### config.mk
export PLATFORM = sky130hd
export DESIGN_NAME = morphological_r_peak_detector
export DESIGN_NICKNAME = d
export VERILOG_FILES = /design/src/rtl/mrpd_pkg.sv /design/src/rtl/morphological_r_peak_detector.sv /design/src/rtl/mrpd_morph.sv
export VERILOG_INCLUDE_DIRS = /design/src /design/src/rtl
export SDC_FILE = /design/constraint.sdc
export NUM_CORES = 1
export LEC_CHECK = 0
export BUFFER_PORTS_ARGS = -buffer_cell sky130_fd_sc_hd__buf_2
export CORE_AREA = 2 2 199 162
export CTS_CLUSTER_SIZE = 28
export DETAILED_ROUTE_END_ITERATION = 12
export DIE_AREA = 0 0 201 164
export PLACE_DENSITY = 0.78
export RECOVER_POWER = 25
export SETUP_SLACK_MARGIN = 0.15
export SYNTH_ARGS = -nofsm -noshare
export SYNTH_HDL_FRONTEND = slang
export SYNTH_HIERARCHICAL = 1
export SYNTH_SLANG_ARGS = --single-unit
### constraint.sdc
create_clock -name clk -period 15.68 [get_ports clk]
set_input_delay 3.136 -clock clk [delete_from_list [all_inputs] [get_ports clk]]
set_output_delay 3.136 -clock clk [all_outputs]
set_load 0.05 [all_outputs]
### src/rtl/morphological_r_peak_detector_macros.svh
// Assertion helpers for the RTL.
`ifndef MORPHOLOGICAL_R_PEAK_DETECTOR_MACROS_SVH
`define MORPHOLOGICAL_R_PEAK_DETECTOR_MACROS_SVH

// Same-cycle implication, checked out of reset.
`define MRPD_ASSERT_NOW(lbl, ante, cons, msg) \
  lbl: assert property (@(posedge clk) disable iff (!rst_n) (ante) |-> (cons)) \
    else $error(msg);

// Next-cycle implication, checked out of reset.
`define MRPD_ASSERT_NEXT(lbl, ante, cons, msg) \
  lbl: assert property (@(posedge clk) disable iff (!rst_n) (ante) |=> (cons)) \
    else $error(msg);

`endif

### src/rtl/mrpd_pkg.sv
`timescale 1ns / 1ps
package mrpd_pkg;

  localparam int SAMPLE_W    = 12;
  localparam int HALF_WINDOW = 5;
  localparam int WIN_LEN     = 2 * HALF_WINDOW + 1;
  // padded power-of-two size of the max/min tree; pad entries are zero,
  // which matches the zero start value of both max and min
  localparam int TREE_N      = 1 << $clog2(WIN_LEN + 1);
  localparam int TREE_LVLS   = $clog2(TREE_N);
  // 10 / HALF_WINDOW is exact for a half window that divides 10
  localparam int MORPH_GAIN  = 10 / HALF_WINDOW;
  localparam int TV_W        = 17;
  localparam int POS_W       = 10;
  localparam int THR_W       = 16;
  // centre lags newest by HALF_WINDOW, the candidate minimum by one more
  localparam logic [POS_W-1:0] MID_LAG = POS_W'(HALF_WINDOW + 1);
  localparam logic [THR_W-1:0] R_THRESHOLD_RST = THR_W'(115);

  typedef logic signed [SAMPLE_W-1:0] sample_t;
  typedef logic signed [TV_W-1:0]     tval_t;
  typedef logic [POS_W-1:0]           pos_t;
  typedef logic [THR_W-1:0]           thr_t;

endpackage

### src/rtl/morphological_r_peak_detector.sv
`timescale 1ns / 1ps
// Morphological R-peak detector. One signed sample enters per beat and one
// result leaves per beat; with no stall on the output the block sustains one
// sample per clock, which passes the sample window register, then the
// max/min tree, transform and peak compare into the result register.
// transform_value belongs to the window centre, HALF_WINDOW samples behind
// the newest one. peak_position is the ring index of the detected minimum
// (or the first sample of a flat minimum) and reads zero with no peak.
// r_threshold may be written only while no sample is in flight.
module morphological_r_peak_detector (
  input  logic              clk,
  input  logic              rst_n,
  input  logic              cfg_wr_en,
  input  mrpd_pkg::thr_t    cfg_wr_data,
  input  logic              in_valid,
  output logic              in_stall,
  input  mrpd_pkg::sample_t in_sample,
  output logic              out_valid,
  input  logic              out_stall,
  output mrpd_pkg::tval_t   out_transform_value,
  output logic              out_peak_found,
  output mrpd_pkg::pos_t    out_peak_position
);
  import mrpd_pkg::*;

  logic  in_acc;
  logic  adv;
  logic  s1_vld_r, s1_vld_nxt;
  logic  out_vld_r, out_vld_nxt;
  thr_t  thr_r;
  tval_t tval;
  tval_t older_r, mid_r;
  tval_t limit;
  pos_t  pos_r;
  pos_t  mid_pos;
  pos_t  plat_start_r, plat_start_nxt;
  logic  plat_open_r, plat_open_nxt;
  logic  found_nxt;
  pos_t  where_nxt;
  tval_t out_tv_r;
  logic  out_found_r;
  pos_t  out_pos_r;

  assign adv      = s1_vld_r && (!out_vld_r || !out_stall);
  assign in_stall = s1_vld_r && !adv;
  assign in_acc   = in_valid && !in_stall;

  mrpd_morph u_morph (
    .clk       (clk),
    .rst_n     (rst_n),
    .shift_en  (in_acc),
    .sample_in (in_sample),
    .tval      (tval)
  );

  always_comb begin
    s1_vld_nxt = s1_vld_r;
    if (in_acc) begin
      s1_vld_nxt = 1'b1;
    end else if (adv) begin
      s1_vld_nxt = 1'b0;
    end
    out_vld_nxt = out_vld_r && out_stall;
    if (adv) begin
      out_vld_nxt = 1'b1;
    end
  end

  assign limit   = tval_t'(0) - tval_t'({1'b0, thr_r});
  assign mid_pos = pos_r - MID_LAG;

  always_comb begin
    found_nxt      = 1'b0;
    where_nxt      = '0;
    plat_start_nxt = plat_start_r;
    plat_open_nxt  = plat_open_r;
    if (older_r > mid_r && mid_r < tval && mid_r < limit) begin
      found_nxt = 1'b1;
      where_nxt = mid_pos;
    end
    // descent onto an equal value opens a flat bottom
    if (older_r > mid_r && mid_r == tval) begin
      plat_start_nxt = mid_pos;
      plat_open_nxt  = 1'b1;
    end
    if (older_r == mid_r && mid_r < tval && plat_open_r && mid_r < limit) begin
      found_nxt = 1'b1;
      where_nxt = plat_start_r;
    end
    if (mid_r < tval) begin
      plat_open_nxt = 1'b0;
    end
  end

  always_ff @(posedge clk) begin
    if (!rst_n) begin
      s1_vld_r     <= 1'b0;
      out_vld_r    <= 1'b0;
      thr_r        <= R_THRESHOLD_RST;
      older_r      <= '0;
      mid_r        <= '0;
      pos_r        <= '0;
      plat_start_r <= '0;
      plat_open_r  <= 1'b0;
    end else begin
      s1_vld_r  <= s1_vld_nxt;
      out_vld_r <= out_vld_nxt;
      if (cfg_wr_en) begin
        thr_r <= cfg_wr_data;
      end
      if (adv) begin
        older_r      <= mid_r;
        mid_r        <= tval;
        pos_r        <= pos_r + 1'b1;
        plat_start_r <= plat_start_nxt;
        plat_open_r  <= plat_open_nxt;
      end
    end
  end

  always_ff @(posedge clk) begin
    if (adv) begin
      out_tv_r    <= tval;
      out_found_r <= found_nxt;
      out_pos_r   <= where_nxt;
    end
  end

  assign out_valid           = out_vld_r;
  assign out_transform_value = out_tv_r;
  assign out_peak_found      = out_found_r;
  assign out_peak_position   = out_pos_r;

`include "morphological_r_peak_detector_macros.svh"

  `MRPD_ASSERT_NOW(a_stall_needs_item, in_stall, s1_vld_r, "stall with empty stage")
  `MRPD_ASSERT_NEXT(a_adv_loads_out, adv, out_vld_r, "result lost on advance")
  `MRPD_ASSERT_NEXT(a_peak_closes_plateau, adv && found_nxt, !plat_open_r,
                    "plateau still open after peak")
  `MRPD_ASSERT_NEXT(a_pos_steps, adv, pos_r == $past(pos_r) + 1'b1,
                    "position counter out of step")
  `MRPD_ASSERT_NOW(a_no_peak_no_pos, out_vld_r && !out_found_r, out_pos_r == '0,
                   "position set without peak")

endmodule

### src/rtl/mrpd_morph.sv
`timescale 1ns / 1ps
module mrpd_morph (
  input  logic             clk,
  input  logic             rst_n,
  input  logic             shift_en,
  input  mrpd_pkg::sample_t sample_in,
  output mrpd_pkg::tval_t  tval
);
  import mrpd_pkg::*;

  sample_t win_r   [WIN_LEN];
  sample_t win_nxt [WIN_LEN];
  sample_t mx [TREE_N];
  sample_t mn [TREE_N];
  sample_t hi;
  sample_t lo;
  tval_t   diff;

  // oldest sample at index 0, newest at the top
  always_comb begin
    for (int i = 0; i < WIN_LEN - 1; i++) begin
      win_nxt[i] = win_r[i+1];
    end
    win_nxt[WIN_LEN-1] = sample_in;
  end

  always_ff @(posedge clk) begin
    if (!rst_n) begin
      for (int i = 0; i < WIN_LEN; i++) begin
        win_r[i] <= '0;
      end
    end else if (shift_en) begin
      for (int i = 0; i < WIN_LEN; i++) begin
        win_r[i] <= win_nxt[i];
      end
    end
  end

  // balanced max/min trees, reduced in place level by level
  always_comb begin
    for (int i = 0; i < TREE_N; i++) begin
      mx[i] = '0;
      mn[i] = '0;
    end
    for (int i = 0; i < WIN_LEN; i++) begin
      mx[i] = win_r[i];
      mn[i] = win_r[i];
    end
    for (int l = 0; l < TREE_LVLS; l++) begin
      for (int i = 0; i < (TREE_N >> (l + 1)); i++) begin
        mx[i] = (mx[2*i] > mx[2*i+1]) ? mx[2*i] : mx[2*i+1];
        mn[i] = (mn[2*i] < mn[2*i+1]) ? mn[2*i] : mn[2*i+1];
      end
    end
    hi = mx[0];
    lo = mn[0];
  end

  assign diff = tval_t'(hi) + tval_t'(lo) - (tval_t'(win_r[HALF_WINDOW]) <<< 1);
  assign tval = tval_t'(diff * MORPH_GAIN);

endmodule
## Word level (Yosys, flattened, before mapping)

Memories as Yosys holds them, arrays and structs flattened.
Index checks and enable logic that the tools add are counted.

- Mux-type cells: 47
- Equality and inequality tests: 2
- Bitwise operators: 11
- Add/subtract/negate cells: 5
- Reductions and logical operators: 19
- $lt $le $gt $ge: 27

Operator list:

| cell | number |
|---|---|
| $mux 12 | 35 |
| $gt 12x12->1 | 10 |
| $lt 12x12->1 | 10 |
| $lt 17x17->1 | 2 |
| $eq 16x16->1 | 2 |
| $gt 12x1->1 const B | 2 |
| $lt 12x1->1 const B | 2 |
| $mux 10 | 2 |
| $gt 17x17->1 | 1 |
| $sub 1x16->17 const A | 1 |
| $sub 13x13->14 | 1 |
| $add 12x12->13 | 1 |
| $or 1x1->1 | 11 |
| $add 10x1->10 const B | 1 |
| $logic_and 1x1->1 | 10 |
| $mux 1 | 10 |
| $sub 10x3->10 const B | 1 |
| $logic_not 1->1 | 4 |
| $reduce_and 2->1 | 2 |
| $reduce_bool 2->1 | 2 |
| $logic_or 1x1->1 | 1 |

- Register bits after elaboration: 98
- Memories kept: 1
- Output and inout bits: 30
- Memory bits (writable): 132
- Logic and storage cells: 123

Memory list:

| memory | words | width | rd ports | clocked after Yosys merged registers in | wr ports | line | source |
|---|---|---|---|---|---|---|---|
| u_morph.win_r | 11 | 12 | 11 | 0 | 11 | mrpd_morph.sv:11 | `sample_t win_r [WIN_LEN];` |

## Depth between registers and ports, before layout

An unclocked memory read counts as a cell.

- Word-level depth: 16
- Depth in mapped cells: 74
- Mapped depth without buffers: 68

## Modules after synthesis

The synthesis kept the hierarchy.

By module, submodules not included:

| module | area an instance (µm²) | times used | cells an instance | sequential area each (µm²) |
|---|---|---|---|---|
| mrpd_morph | 13165.1 | 1 | 1447 | 3963.8 |
| morphological_r_peak_detector | 5551.6 | 1 | 609 | 2302.2 |

## Worst setup path before layout

No wires, ideal clock.

- Path type: register to register
- Start point: mem u_morph/win_r[0][11] (netlist name)
- End point: reg plat_start_r[7]
- Path buffers: 6
- Slack: 2.812 ns
- Arrival: 12.796 ns
- Data required time: 15.608 ns
- Cell stages (with the launch flop): 71
- Cell sequence: edfxtp_1 > ha_1 > nand4_1 > or3_4 > a22o_1 > a31oi_4 > buf_1 > mux2i_1 > inv_1 > ha_1 > a21o_1 > a21o_1 > a21o_1 > a21oi_1 > o21ai_0 > a21oi_1 > nand3b_1 > o21ai_0 > (+35 left out) > nand2b_1 > a21o_1 > a21o_1 > a21o_1 > a21o_1 > a21o_1 > a21oi_1 > xnor2_1 > buf_4 > inv_1 > ha_1 > nand4_1 > nor2_1 > and4_1 > nand3_1 > mux2i_2 > buf_6 > mux2i_1

RTL lines:

| what | line | source |
|---|---|---|
| from (decl) | mrpd_morph.sv:11 |  |
| to (signal assigned) | morphological_r_peak_detector.sv:115 | `plat_start_r <= plat_start_nxt;` |
| to (decl) | morphological_r_peak_detector.sv:36 | `pos_t plat_start_r, plat_start_nxt;` |

==> impl_results.md <==
- Pre-CTS setup slack: 1.02 ns
- Main area contributors after synthesis: edfxtp_1 (26%), ha_1 (16%), dfxtp_1 (7.8%)
- Die ar.: 33,000 µm²
- Drt pass-1 iters: 6
- CTS hold repair buffers: 0
- Worst path arrival time: 14.91 ns
- Maxcap violations: 3
- CTS clk-pin slew, worst paths: 0.07 ns
- Placed Cells: 2,463
- Register area: 6270 µm²
- GP Congestion: 0.986
- Drt wl/cell: 19.7 µm
- Area grow syn2layout: 8.16%
- Crit-path slowest cell: mux2i_4
- Worst-path fanout max: 12
- Ratio of cells with drive above 1 in the final layout: 7.05%
- Final setup viols: 0
- Total CTS buffers: 26
- CTS Root Cell: clkbuf_16
- Die Y: 164 µm
- Area of the multi-input gates: 11,300 µm²
- HPWL Detailed: 37.7 mm
- Initial DRC count: 1,448
- Nets: 2,360
- Final std cells w/o fill: 2,519
- Skew final: 0.0119 ns
- CTS tree: done
- Number of antenna diodes: 0
- Initial Util: 60.4%
- Ys async rst share: 0%
- Routed Wire Length: 49.7 mm
- Core area: 31,000 µm²
- Setup ws final: 1.24 ns
- Row cnt: 58
- Min Tclk post-route: 14.44 ns
- Gr usage total: 29.7%
- Failing checks: max-capacitance violations, max-slew violations
- Syn Inst Count: 2,056
- Filler cells: 2,563
- Maximum clock path buffer count: 3
- Yosys top cell area share: 25.7%
- Port Buffers: 62
- CP dominant cell by count: a21o_1
- Period utilization: 92.1%
- Critical Path RT: 16.15 ns
- Sequential-to-total area share from yosys stat: 33.5%
- Fmax: 69.2 MHz
- Syn avg cell area: 9.10 µm²
- Global route total overflow: 0
- Final Max Tran Viols: 277
- Clock Sinks: 233
- Final Hold Viols: 0
- Clk_lat worst skew: 0.56 ns
- Vias/cell: 6.08
- DR DRC count: 0
- Antenna viol nets, final: 0
- TNS Setup: 0 ns
- Slew HR: -149%
- Top-Level Pins: 63
- Number of synthesized flops with an enable pin: 160
- Crit. End Element: flop
- H-tree depth: 1
- Unrepaired setup endpoints after global routing: false
- First-pass GRT wire length: 77.6 mm
- Ys flop type: edfxtp_1
- CP Class: reg -> reg
- Initial antenna violation count: 0
- Chip width: 201 µm
- Via count: 15,325
- Post-Syn Area: 18,700 µm²
- Final Hold Slack: 0.461 ns
- Post-synth top area cell: edfxtp_1
- Synth Register Bits: 233
- Largest stage delay on the critical path: 0.50 ns
- Outcome: finished with violations
- Hold path depth: 2
- Via count of the first global-routing pass: 14,492
- Largest net degree at the start of global routing: 122
- Crit start category: flop
- HP Class: reg -> reg
- Worst-Margin Slew: 3.74 ns
- Post-synth cell types: 82
- Synth Warn #: 6
- R2R cell count: 66
[cells in the mapped netlist, types with 5 or more instances]
library cell and n:
nor4_1 5, xnor2_1 16, a31oi_1 29, nor3_1 21
o21ai_0 62, and3_1 127, fa_1 12, nand2_1 196
buf_1 6, mux2i_1 132, a41o_1 8, nand4_1 36
o21a_1 21, ha_1 236, xor2_1 20, inv_1 223
a21boi_1 35, or3_1 7, and2_1 37, nor2b_1 37
nand3_1 37, o211ai_1 17, and4_1 6, edfxtp_1 160
nand2b_1 22, clkbuf_1 76, dfxtp_1 73, a21o_1 40
mux2_1 7, a21oi_1 128, mux2_2 24, nor2_1 95
mux2_4 5, a211oi_1 9
[critical path, delay by kind of cell, from the launching register on]
family,cells,cell delay [ns]
flip-flops,1,0.43
AO/OA/AOI/OAI,31,5.62
XOR/XNOR,1,0.34
buffers and inverters,4,0.66
adder cells (fa/ha/maj),7,2.33
multiplexers,7,2.69
AND/OR/NAND/NOR,16,2.24
[flip-flops by register name, summed over array words and instances, names as in the netlist]
register and flops:
u_morph/win_r 132, mid_r 17, older_r 17, out_transform_value 17, thr_r 16, out_peak_position 10, plat_start_r 10, pos_r 10
out_peak_found 1, out_valid 1, plat_open_r 1, s1_vld_r 1
[placed cells by master (no fill, tap or decap), types with 6 or more instances in the layout]
master     netlist  final
or3_1            7      7
inv_1          223    223
xor2_1          20     20
o21a_1          21     21
a31oi_1         29     29
nor2_1          95     95
a21o_1          40     40
nor2b_1         37     36
a21boi_1        35     33
mux2_1           7      7
a21oi_1        128    128
nand2_1        196    194
a211oi_1         9      8
xnor2_1         16     16
and2_1          37     28
o211ai_1        17     17
clkbuf_1        76     37
mux2_2          24     24
nor3_1          21     21
and3_1         127    127
fa_1            12     12
ha_1           236    236
buf_4            4     21
clkbuf_16        0     28
and2_0           0      9
o21ai_0         62     61
nand2b_1        22     21
dfxtp_1         73     73
buf_2            4     33
mux2i_1        132    132
and4_1           6      6
nand4_1         36     36
nand3_1         37     37
a41o_1           8      8
edfxtp_1       160    160
[through the flow]
step                instance area, µm²  util (%)
CTS                              20200      65.2
finish                           20200      65.3
global placement                 19300      62.3
detailed placement               19300      62.3
global route                     20200      65.3
floorplan                        18700         -
[cells by family after synthesis]
logic type | Yosys count | synth area share [%]
buffers and inverters | 318 | 6.60
AND/OR/NAND/NOR | 643 | 17.5
flip-flops | 233 | 33.5
adder cells (fa/ha/maj) | 249 | 17.1
XOR/XNOR | 37 | 1.77
AO/OA/AOI/OAI | 404 | 14.0
multiplexers | 170 | 9.52
other | 2 | 0.0401
[timing repair]
item	4_1_cts	5_1_grt
gates resized for setup	0	5
endpoints found under the setup margin	0	22
buffers inserted	0	8
[area by class of cell]
type	count	area share, %
multi-input combinational	1507	55.7
sequential	233	31.0
inverter	225	4.17
clock buffer	33	3.55
tap	420	2.60
timing repair buffer	86	2.19
clock inverter	15	0.853
[worst paths after layout]
kind	startpoint	to	slack [ns]
worst max-delay path	u_morph/win_r[0][11]$_SDFFCE_PN0P_	plat_start_r[9]$_SDFFE_PN0P_	1.24
worst min-delay path	plat_start_r[6]$_SDFFE_PN0P_	plat_start_r[6]$_SDFFE_PN0P_	0.46
worst max register to register	u_morph/win_r[0][11]$_SDFFCE_PN0P_	plat_start_r[9]$_SDFFE_PN0P_	1.24
worst min register to register	plat_start_r[6]$_SDFFE_PN0P_	plat_start_r[6]$_SDFFE_PN0P_	0.46
[metal layers]
layer	track usage, %	vias to the layer above	part of all wire, %
met5	0	-	0
met4	8.38	0	2.7
met3	4.66	88	8.2
met2	47.0	580	44
met1	42.3	7278	45
li1	-	7379	-
Power is left out: the tool's default activity adds up to more than one toggle a clock period on the data nets, which glitch-free logic cannot reach.
